$ cat config.mk
export PLATFORM = sky130hd
export DESIGN_NAME = csv_field_split_and_type_classify_core
export DESIGN_NICKNAME = d
export VERILOG_FILES = /design/src/design/csv_fs_pkg.sv /design/src/design/csv_fs_field.sv /design/src/design/csv_field_split_and_type_classify_core.sv
export SDC_FILE = /design/constraint.sdc
export NUM_CORES = 1
export LEC_CHECK = 0
export BUFFER_PORTS_ARGS = -buffer_cell sky130_fd_sc_hd__buf_2
export CELL_PAD_IN_SITES_DETAIL_PLACEMENT = 1
export CELL_PAD_IN_SITES_GLOBAL_PLACEMENT = 1
export CORE_ASPECT_RATIO = 0.5
export CORE_MARGIN = 2
export CORE_UTILIZATION = 48
export DETAILED_ROUTE_END_ITERATION = 12
export GPL_TIMING_DRIVEN = 0
export PLACE_DENSITY = 0.88
export SETUP_SLACK_MARGIN = 0.5
export SYNTH_ARGS = -nofsm -noshare
export SYNTH_HDL_FRONTEND = slang
export SYNTH_HIERARCHICAL = 1
export SYNTH_SLANG_ARGS = --single-unit
$ cat constraint.sdc
create_clock -name clk_i -period 8.5 [get_ports clk_i]
set_input_delay 1.7 -clock clk_i [delete_from_list [all_inputs] [get_ports clk_i]]
set_output_delay 1.7 -clock clk_i [all_outputs]
set_load 0.005 [all_outputs]
$ cat src/design/csv_fs_pkg.sv
// Shared types and constants for the CSV field splitter and type classifier.
`timescale 1ns / 1ps

package csv_fs_pkg;

  // Input item operation codes.
  typedef enum logic {
    OP_DATA = 1'b0,
    OP_EOL  = 1'b1
  } op_e;

  // Field type codes as reported in a result.
  typedef enum logic [2:0] {
    TYPE_NULL   = 3'd0,
    TYPE_STRING = 3'd1,
    TYPE_INT    = 3'd2,
    TYPE_FLOAT  = 3'd3,
    TYPE_BOOL   = 3'd4
  } field_type_e;

  // Per-field classification state, one-hot.
  typedef enum logic [8:0] {
    CLS_EMPTY   = 9'b000000001,
    CLS_SIGN    = 9'b000000010,
    CLS_INT     = 9'b000000100,
    CLS_FRAC    = 9'b000001000,
    CLS_EXP     = 9'b000010000,
    CLS_EXPTAIL = 9'b000100000,
    CLS_TRUE    = 9'b001000000,
    CLS_FALSE   = 9'b010000000,
    CLS_STR     = 9'b100000000
  } class_state_e;

  // Character codes.
  localparam logic [7:0] CH_COMMA   = 8'h2C;
  localparam logic [7:0] CH_QUOTE   = 8'h22;
  localparam logic [7:0] CH_NEWLINE = 8'h0A;
  localparam logic [7:0] CH_MINUS   = 8'h2D;
  localparam logic [7:0] CH_PLUS    = 8'h2B;
  localparam logic [7:0] CH_DOT     = 8'h2E;
  localparam logic [7:0] CH_LOW_E   = 8'h65;
  localparam logic [7:0] CH_UP_E    = 8'h45;
  localparam logic [7:0] CH_LOW_T   = 8'h74;
  localparam logic [7:0] CH_LOW_F   = 8'h66;
  localparam logic [7:0] CASE_BIT   = 8'h20;

  // Word lengths of the boolean literals.
  localparam logic [2:0] TRUE_LEN  = 3'd4;
  localparam logic [2:0] FALSE_LEN = 3'd5;

  // Integer accumulation limits: largest magnitude that can still take a digit,
  // and the magnitude of the most negative 64-bit value.
  localparam logic [63:0] ACC_GUARD = 64'd922337203685477580;
  localparam logic [63:0] MAG_LIMIT = 64'h8000_0000_0000_0000;
  localparam logic [63:0] POS_MAX   = 64'h7FFF_FFFF_FFFF_FFFF;

  // Input item.
  typedef struct packed {
    op_e        op;
    logic [7:0] data_byte;
  } csv_fs_in_t;

  // Type information of a closed field.
  typedef struct packed {
    field_type_e        field_type;
    logic signed [63:0] integer_value;
    logic               value_saturated;
    logic               boolean_value;
  } field_info_t;

  // Result item.
  typedef struct packed {
    logic [7:0]         column_index;
    logic               last_in_row;
    field_type_e        field_type;
    logic signed [63:0] integer_value;
    logic               value_saturated;
    logic               boolean_value;
  } csv_fs_out_t;

  // Letters of "true" by position (lower case).
  function automatic logic [7:0] true_char(input logic [2:0] idx);
    logic [7:0] c;
    case (idx)
      3'd0:    c = 8'h74;
      3'd1:    c = 8'h72;
      3'd2:    c = 8'h75;
      3'd3:    c = 8'h65;
      default: c = 8'h00;
    endcase
    return c;
  endfunction

  // Letters of "false" by position (lower case).
  function automatic logic [7:0] false_char(input logic [2:0] idx);
    logic [7:0] c;
    case (idx)
      3'd0:    c = 8'h66;
      3'd1:    c = 8'h61;
      3'd2:    c = 8'h6C;
      3'd3:    c = 8'h73;
      3'd4:    c = 8'h65;
      default: c = 8'h00;
    endcase
    return c;
  endfunction

endpackage

$ cat src/design/csv_fs_field.sv
// Per-field type classifier with integer accumulator and result formatting.
`timescale 1ns / 1ps

module csv_fs_field
  import csv_fs_pkg::*;
(
  input  logic        clk_i,
  input  logic        rst_ni,
  input  logic        step_i,
  input  logic        clear_i,
  input  logic [7:0]  byte_i,
  output field_info_t info_o
);

  class_state_e cls_q, cls_d;
  logic [2:0]   prog_q, prog_d;
  logic [63:0]  acc_q, acc_d;
  logic         neg_q, neg_d;
  logic         ovf_q, ovf_d;

  logic         is_digit, is_sign;
  logic [7:0]   low;
  logic [3:0]   digit;
  logic         add_en;
  logic [63:0]  acc_mul;

  assign is_digit = byte_i inside {[8'h30:8'h39]};
  assign is_sign  = (byte_i == CH_PLUS) || (byte_i == CH_MINUS);
  assign low      = byte_i | CASE_BIT;
  assign digit    = byte_i[3:0];

  // Multiply by ten and add the new digit.
  assign acc_mul = {acc_q[60:0], 3'b000} + {acc_q[62:0], 1'b0} + {60'd0, digit};

  // Next classification state for one text byte.
  always_comb begin
    cls_d  = cls_q;
    prog_d = prog_q;
    neg_d  = neg_q;
    add_en = 1'b0;
    case (cls_q)
      CLS_EMPTY: begin
        if (is_sign) begin
          cls_d = CLS_SIGN;
          neg_d = (byte_i == CH_MINUS);
        end else if (is_digit) begin
          cls_d  = CLS_INT;
          add_en = 1'b1;
        end else if (low == CH_LOW_T) begin
          cls_d  = CLS_TRUE;
          prog_d = 3'd1;
        end else if (low == CH_LOW_F) begin
          cls_d  = CLS_FALSE;
          prog_d = 3'd1;
        end else begin
          cls_d = CLS_STR;
        end
      end
      CLS_SIGN: begin
        if (is_digit) begin
          cls_d  = CLS_INT;
          add_en = 1'b1;
        end else begin
          cls_d = CLS_STR;
        end
      end
      CLS_INT: begin
        if (is_digit) begin
          add_en = 1'b1;
        end else if (byte_i == CH_DOT) begin
          cls_d = CLS_FRAC;
        end else begin
          cls_d = CLS_STR;
        end
      end
      CLS_FRAC: begin
        if ((byte_i == CH_LOW_E) || (byte_i == CH_UP_E)) begin
          cls_d = CLS_EXP;
        end else if (!is_digit) begin
          cls_d = CLS_STR;
        end
      end
      CLS_EXP: begin
        cls_d = (is_sign || is_digit) ? CLS_EXPTAIL : CLS_STR;
      end
      CLS_EXPTAIL: begin
        if (!is_digit) begin
          cls_d = CLS_STR;
        end
      end
      CLS_TRUE: begin
        if ((prog_q < TRUE_LEN) && (low == true_char(prog_q))) begin
          prog_d = prog_q + 3'd1;
        end else begin
          cls_d = CLS_STR;
        end
      end
      CLS_FALSE: begin
        if ((prog_q < FALSE_LEN) && (low == false_char(prog_q))) begin
          prog_d = prog_q + 3'd1;
        end else begin
          cls_d = CLS_STR;
        end
      end
      default: begin
        cls_d = CLS_STR;
      end
    endcase
  end

  // Digit accumulation with overflow tracking.
  always_comb begin
    acc_d = acc_q;
    ovf_d = ovf_q;
    if (add_en && !ovf_q) begin
      if (acc_q > ACC_GUARD) begin
        ovf_d = 1'b1;
      end else begin
        acc_d = acc_mul;
        ovf_d = (acc_mul > MAG_LIMIT);
      end
    end
  end

  // Field state registers; a field close returns them to the empty state.
  always_ff @(posedge clk_i or negedge rst_ni) begin
    if (!rst_ni) begin
      cls_q  <= CLS_EMPTY;
      prog_q <= 3'd0;
      acc_q  <= 64'd0;
      neg_q  <= 1'b0;
      ovf_q  <= 1'b0;
    end else if (clear_i) begin
      cls_q  <= CLS_EMPTY;
      prog_q <= 3'd0;
      acc_q  <= 64'd0;
      neg_q  <= 1'b0;
      ovf_q  <= 1'b0;
    end else if (step_i) begin
      cls_q  <= cls_d;
      prog_q <= prog_d;
      acc_q  <= acc_d;
      neg_q  <= neg_d;
      ovf_q  <= ovf_d;
    end
  end

  // Type and value of the field as it stands now.
  always_comb begin
    info_o.field_type      = TYPE_STRING;
    info_o.integer_value   = 64'sd0;
    info_o.value_saturated = 1'b0;
    info_o.boolean_value   = 1'b0;
    case (cls_q)
      CLS_EMPTY: begin
        info_o.field_type = TYPE_NULL;
      end
      CLS_INT: begin
        info_o.field_type = TYPE_INT;
        if (neg_q) begin
          if (ovf_q || (acc_q > MAG_LIMIT)) begin
            info_o.integer_value   = MAG_LIMIT;
            info_o.value_saturated = 1'b1;
          end else begin
            info_o.integer_value = 64'd0 - acc_q;
          end
        end else begin
          if (ovf_q || acc_q[63]) begin
            info_o.integer_value   = POS_MAX;
            info_o.value_saturated = 1'b1;
          end else begin
            info_o.integer_value = acc_q;
          end
        end
      end
      CLS_FRAC, CLS_EXP, CLS_EXPTAIL: begin
        info_o.field_type = TYPE_FLOAT;
      end
      CLS_TRUE: begin
        if (prog_q == TRUE_LEN) begin
          info_o.field_type    = TYPE_BOOL;
          info_o.boolean_value = 1'b1;
        end
      end
      CLS_FALSE: begin
        if (prog_q == FALSE_LEN) begin
          info_o.field_type = TYPE_BOOL;
        end
      end
      default: begin
        info_o.field_type = TYPE_STRING;
      end
    endcase
  end

endmodule

$ cat src/design/csv_field_split_and_type_classify_core.sv
// Top level: CSV field splitter with input register, row control and result register.
//
//   Channel | Direction | Handshake               | Payload
//   --------+-----------+-------------------------+------------------------------
//   in      | input     | in_valid_i / in_ready_o | in_data_i  (op, data_byte)
//   out     | output    | out_valid_o/out_ready_i | out_data_o (column, type, value)
//
// One byte is taken per cycle while the input is not stalled; a field result is
// registered when the byte that closes it leaves the input register.
// The per-byte state update and the multiply-by-ten accumulate sit between the
// input register and the result register, so throughput is one item per cycle.
// Input stalls only while the result register is full and not being taken.
// Reset clears quote, column and line state and leaves the field empty.
`timescale 1ns / 1ps

module csv_field_split_and_type_classify_core
  import csv_fs_pkg::*;
#(
  parameter int COLUMN_BITS = 8
) (
  input  logic        clk_i,
  input  logic        rst_ni,
  input  logic        in_valid_i,
  output logic        in_ready_o,
  input  csv_fs_in_t  in_data_i,
  output logic        out_valid_o,
  input  logic        out_ready_i,
  output csv_fs_out_t out_data_o
);

  // Input register.
  logic        in_valid_q;
  csv_fs_in_t  in_q;
  logic        proc;

  // Row state.
  logic                   inq_q, inq_d;
  logic                   skip_q, skip_d;
  logic [COLUMN_BITS-1:0] col_q, col_d;
  logic                   line_open_q, line_open_d;

  // Result register.
  logic        out_valid_q;
  csv_fs_out_t out_q;

  logic        is_eol, is_nl, is_split, is_quote;
  logic        emit, last, step;
  field_info_t info;
  logic [15:0] col_ext;

  // The item in the input register advances when the result register has room.
  assign proc       = in_valid_q && (!out_valid_q || out_ready_i);
  assign in_ready_o = !in_valid_q || proc;

  always_ff @(posedge clk_i or negedge rst_ni) begin
    if (!rst_ni) begin
      in_valid_q <= 1'b0;
    end else if (in_ready_o) begin
      in_valid_q <= in_valid_i;
    end
  end

  always_ff @(posedge clk_i) begin
    if (in_valid_i && in_ready_o) begin
      in_q <= in_data_i;
    end
  end

  // Decode the registered item.
  assign is_eol   = (in_q.op == OP_EOL);
  assign is_nl    = !is_eol && (in_q.data_byte == CH_NEWLINE);
  assign is_split = !is_eol && (in_q.data_byte == CH_COMMA) && !inq_q;
  assign is_quote = !is_eol && (in_q.data_byte == CH_QUOTE);
  assign emit     = (is_eol && line_open_q) || is_nl || is_split;
  assign last     = !is_split;
  assign step     = proc && !is_eol && !is_nl && !is_split;

  // Quote, column and line tracking.
  always_comb begin
    inq_d       = inq_q;
    skip_d      = skip_q;
    col_d       = col_q;
    line_open_d = line_open_q;
    if (is_eol) begin
      if (line_open_q) begin
        inq_d       = 1'b0;
        skip_d      = 1'b0;
        col_d       = '0;
        line_open_d = 1'b0;
      end
    end else if (is_nl) begin
      inq_d       = 1'b0;
      skip_d      = 1'b0;
      col_d       = '0;
      line_open_d = 1'b0;
    end else begin
      line_open_d = 1'b1;
      if (is_split) begin
        skip_d = 1'b0;
        if (col_q != '1) begin
          col_d = col_q + COLUMN_BITS'(1);
        end
      end else if (is_quote) begin
        if (skip_q) begin
          skip_d = 1'b0;
        end else begin
          inq_d  = !inq_q;
          skip_d = 1'b1;
        end
      end else begin
        skip_d = 1'b0;
      end
    end
  end

  always_ff @(posedge clk_i or negedge rst_ni) begin
    if (!rst_ni) begin
      inq_q       <= 1'b0;
      skip_q      <= 1'b0;
      col_q       <= '0;
      line_open_q <= 1'b0;
    end else if (proc) begin
      inq_q       <= inq_d;
      skip_q      <= skip_d;
      col_q       <= col_d;
      line_open_q <= line_open_d;
    end
  end

  // Field classifier.
  csv_fs_field u_field (
    .clk_i   (clk_i),
    .rst_ni  (rst_ni),
    .step_i  (step),
    .clear_i (proc && emit),
    .byte_i  (in_q.data_byte),
    .info_o  (info)
  );

  // Column number widened, then cut to the 8-bit output field.
  assign col_ext = 16'(col_q);

  // Result register.
  always_ff @(posedge clk_i or negedge rst_ni) begin
    if (!rst_ni) begin
      out_valid_q <= 1'b0;
    end else if (proc && emit) begin
      out_valid_q <= 1'b1;
    end else if (out_ready_i) begin
      out_valid_q <= 1'b0;
    end
  end

  always_ff @(posedge clk_i) begin
    if (proc && emit) begin
      out_q.column_index    <= col_ext[7:0];
      out_q.last_in_row     <= last;
      out_q.field_type      <= info.field_type;
      out_q.integer_value   <= info.integer_value;
      out_q.value_saturated <= info.value_saturated;
      out_q.boolean_value   <= info.boolean_value;
    end
  end

  assign out_valid_o = out_valid_q;
  assign out_data_o  = out_q;

endmodule

==> metrics.md <==
| Metric | Value |
|---|---|
| Outcome | `finished, final reports clean` |
| Initial core utilization | `0.492` |
| Setup Skew | `approximately 0.013 ns` |
| Max FO, Critical Path | `10` |
| Clock tree from TritonCTS | `built` |
| RSZ-0062 raised after global routing | `no` |
| XOR/XNOR share of the synthesized area | `0.0377` |
| GRT Total Usage | `0.340` |
| Buffers on Ports | `92` |
| Clock power frac | `0.179` |
| WL final | `approximately 54 mm` |
| I/O pins | `93` |
| Seq pwr share | `0.283` |
| Final Hold Slack | `roughly 0.49 ns` |
| Critical-path cell list | `inv_1 > ha_1 > nor3b_1 > nand4_1 > nor3_1 > nand4_1 > nor4_1 > nand3_1 > a21oi_1 > clkbuf_1 > clkbuf_1 > nand3_1 > a221oi_1` |
| Vias per Instance | `between 6 and 7` |
| Ys Warns | `6` |
| Worst skew pair latency | `~0.46 ns` |
| Commonest non-fill, non-tap cells in the layout | `208 x nand2_1, 144 x nor2_1, 129 x ha_1` |
| Initial antenna violation count | `0` |
| Worst reg-to-reg setup slack | `between 2 and 3 ns` |
| Post-CTS Hold Buffers | `0` |
| Die H | `about 130 µm` |
| # setup viols final | `0` |
| Drt first-iter violations | `roughly 1500` |
| Area Growth Syn to Fin | `11.2%` |
| Cell area after synthesis | `about 14000 µm²` |
| Avg Inst Size Synth | `~8.6 µm²` |
| Antenna viol nets, final | `0` |
| #FFs+latches synth | `178` |
| Post-CTS Setup Repair Bufs | `0` |
| CTS clk-pin slew, worst paths | `around 0.080 ns` |
| Nets@finish | `1939` |
| Clk buf depth | `2` |
| Tot Pwr | `approximately 4.6 mW` |
| Synth area leaders | `edfxtp_1 18%, dfrtp_1 16%, ha_1 11%, nand2_1 5.4%, a21oi_1 4.3%` |
| Row count | `44` |
| Post-Synthesis Cells | `1681` |
| Worst r2r src | `u_field/acc_q[1]$_DFFE_PN0P_` |
| Fillcell total | `between 3000 and 4000` |
| Die X | `about 250 µm` |
| Dpl cells | `2167` |
| Maxcap violations | `0` |
| CP required | `approximately 8.7 ns` |
| Layout Utilization | `0.547` |
| Slew HR | `0.247` |
| Max-slew violations | `0` |
| Post-synth ARST share | `0.511` |
| IR Drop Worst-Case VDD | `roughly 0.16 mV` |
| P_int | `about 2.3 mW` |
| Depth of the CTS H-tree | `4` |
| Seq/Total Area, Yosys | `0.339` |
| Compound-Gate Fraction of Synth Area | `0.234` |
| Remaining routing DRC violations | `0` |
| Routability cong. | `0.938` |
| Hold path start | `line_open_q$_DFFE_PN0P_` |
| Syn_nets | `about 1800` |
| Main combinational cell family by area after synthesis | `simple AND/OR/NAND/NOR gates` |
| Post-synth top area cell | `edfxtp_1` |
| CP Capture Type | `flop` |
| Ys flop type | `dfrtp_1` |
| Critical Path AT | `5.89 ns` |
| Setup TNS | `0 ns` |
| Commonest non-fill, non-tap cell in the layout | `nand2_1` |
| EDFF count, synth | `a little under 90` |
| Area share of the largest cell type after synthesis | `0.181` |
| Routed via count | `14806` |
| Sw Ratio | `0.497` |
| ANT cells | `0` |
| Maximum operating frequency | `about 180 MHz` |
| Final HPWL DP | `40.5 mm` |
| CTS sink count | `about 180` |
| Cts bufs inserted | `17` |
| Die area | `31500 µm²` |
| Final cell count without fillers | `between 2000 and 2500` |
| Largest net degree at the start of global routing | `70` |
| Wire per inst | `~25 µm` |
| Post-cts gate resize count | `0` |
| First-pass GRT wire length | `~84 mm` |
| Leakage power | `around 6.6 nW` |
| Worst setup startpoint | `u_field/acc_q[1]$_DFFE_PN0P_` |
| Hold Crit Class | `flop to flop` |
| CP Launch Type | `flop` |
| CP max-delay cell | `nor3_1` |
| Gr ovfl total | `0` |
| Mux share of post-synthesis cell area | `0.00512` |
| Final worst path period need | `about 5.7 ns` |
| Tightest Pin Transition | `1.13 ns` |
| Crit path kind | `flop to flop` |
| Sw Pwr | `between 2 and 2.5 mW` |
| DR pass1 iterations | `5` |
| Crit share post-route | `0.665` |
| Final Hold Viols | `0` |
| Core area | `about 29000 µm²` |
| Clock root buffer | `clkbuf_16` |
| Simple-gate share of the synthesized area | `0.237` |
| Vias in the first global route | `around 15000` |
| Netlist cell types | `94` |
| Combinational Power Share | `0.538` |
| Fraction of layout cells with a size suffix above 1 | `0.0946` |
| PD cells | `between 200 and 300 nW/µm²` |
| Critical Path Max Stage Delay | `0.63 ns` |
| Post-synthesis adder-cell area fraction | `0.115` |
==> worst max-delay path, delay by kind of cell, from the launching register on <==
family          cells  cell delay (ns)
buf+inv             3             1.27
compound gates      2             0.84
fa+ha+maj           1             0.25
flops               1             0.47
simple gates        7             2.59
==> flip-flops by register name (all words and copies together) (netlist names) <==
signal	cells
in_q	8
is_eol	1
u_field/cls_q	9
in_valid_q	1
u_field/prog_q	3
inq_q	1
col_q	8
out_valid_o	1
skip_q	1
out_data_o	78
line_open_q	1
u_field/acc_q	64
u_field/neg_q	1
u_field/ovf_q	1
==> logic make-up after synthesis <==
group	Yosys count
AO/OA/AOI/OAI	517
XOR/XNOR	62
adder cells (fa/ha/maj)	131
buffers and inverters	121
flip-flops	178
multiplexers	7
AND/OR/NAND/NOR	665
==> worst paths after layout <==
check,end,depth (start not counted)
min in group asynchronous,u_field/prog_q[0]$_DFFE_PN0P_,1
max in group asynchronous,u_field/acc_q[48]$_DFFE_PN0P_,2
min reg2reg,line_open_q$_DFFE_PN0P_,2
max,out_data_o[25]$_DFFE_PP_,13
max reg2reg,out_data_o[25]$_DFFE_PP_,13
min,line_open_q$_DFFE_PN0P_,2
==> layout make-up <==
cell class	count	area, µm²	share of cell area
timing repair buffer	95	531	0.0331
clock buffer	21	450	0.0281
sequential	178	4890	0.305
buffer	92	354	0.0221
tap	391	489	0.0305
inverter	29	109	0.00679
multi-input combinational	1382	9070	0.566
clock inverter	11	129	0.00804
==> per-stage QoR <==
stage          setup WS [ns]  instance area [µm²]
3_5_place_dp            2.96                15400
5_1_grt                 2.58                16000
6_report                2.85                16000
4_1_cts                 3.11                16000
2_1_floorplan          0.890                14400
3_3_place_gp           -1.96                15400
==> metal layers <==
layer	vias to the layer above	global-route usage	part of all wire
met4	0	0.124	0.028
met2	699	0.574	0.47
met3	136	0.0653	0.080
met5	-	0	0
li1	6606	-	-
met1	7365	0.440	0.42
==> cell usage after synthesis, drive strengths merged, types with 28 or more instances <==
master  number
inv         28
dfrtp       90
nor2       146
o31ai       44
o21ai      127
nand4       40
a21oi      123
nand3       45
xor2        29
nor4        32
a21o        31
edfxtp      87
nand2      208
a31oi       32
xnor2       33
nor3        45
clkbuf      89
ha         129
==> power by group through the flow <==
stage          Sequential (mW)  Clock (mW)  Combinational [mW]
2_1_floorplan             1.20           0                1.68
3_3_place_gp              1.30           0                2.25
3_5_place_dp              1.30           0                2.34
4_1_cts                   1.28       0.826                2.40
5_1_grt                   1.31       0.854                2.68
6_report                  1.30       0.822                2.47
(Power assumes the default switching activity.)
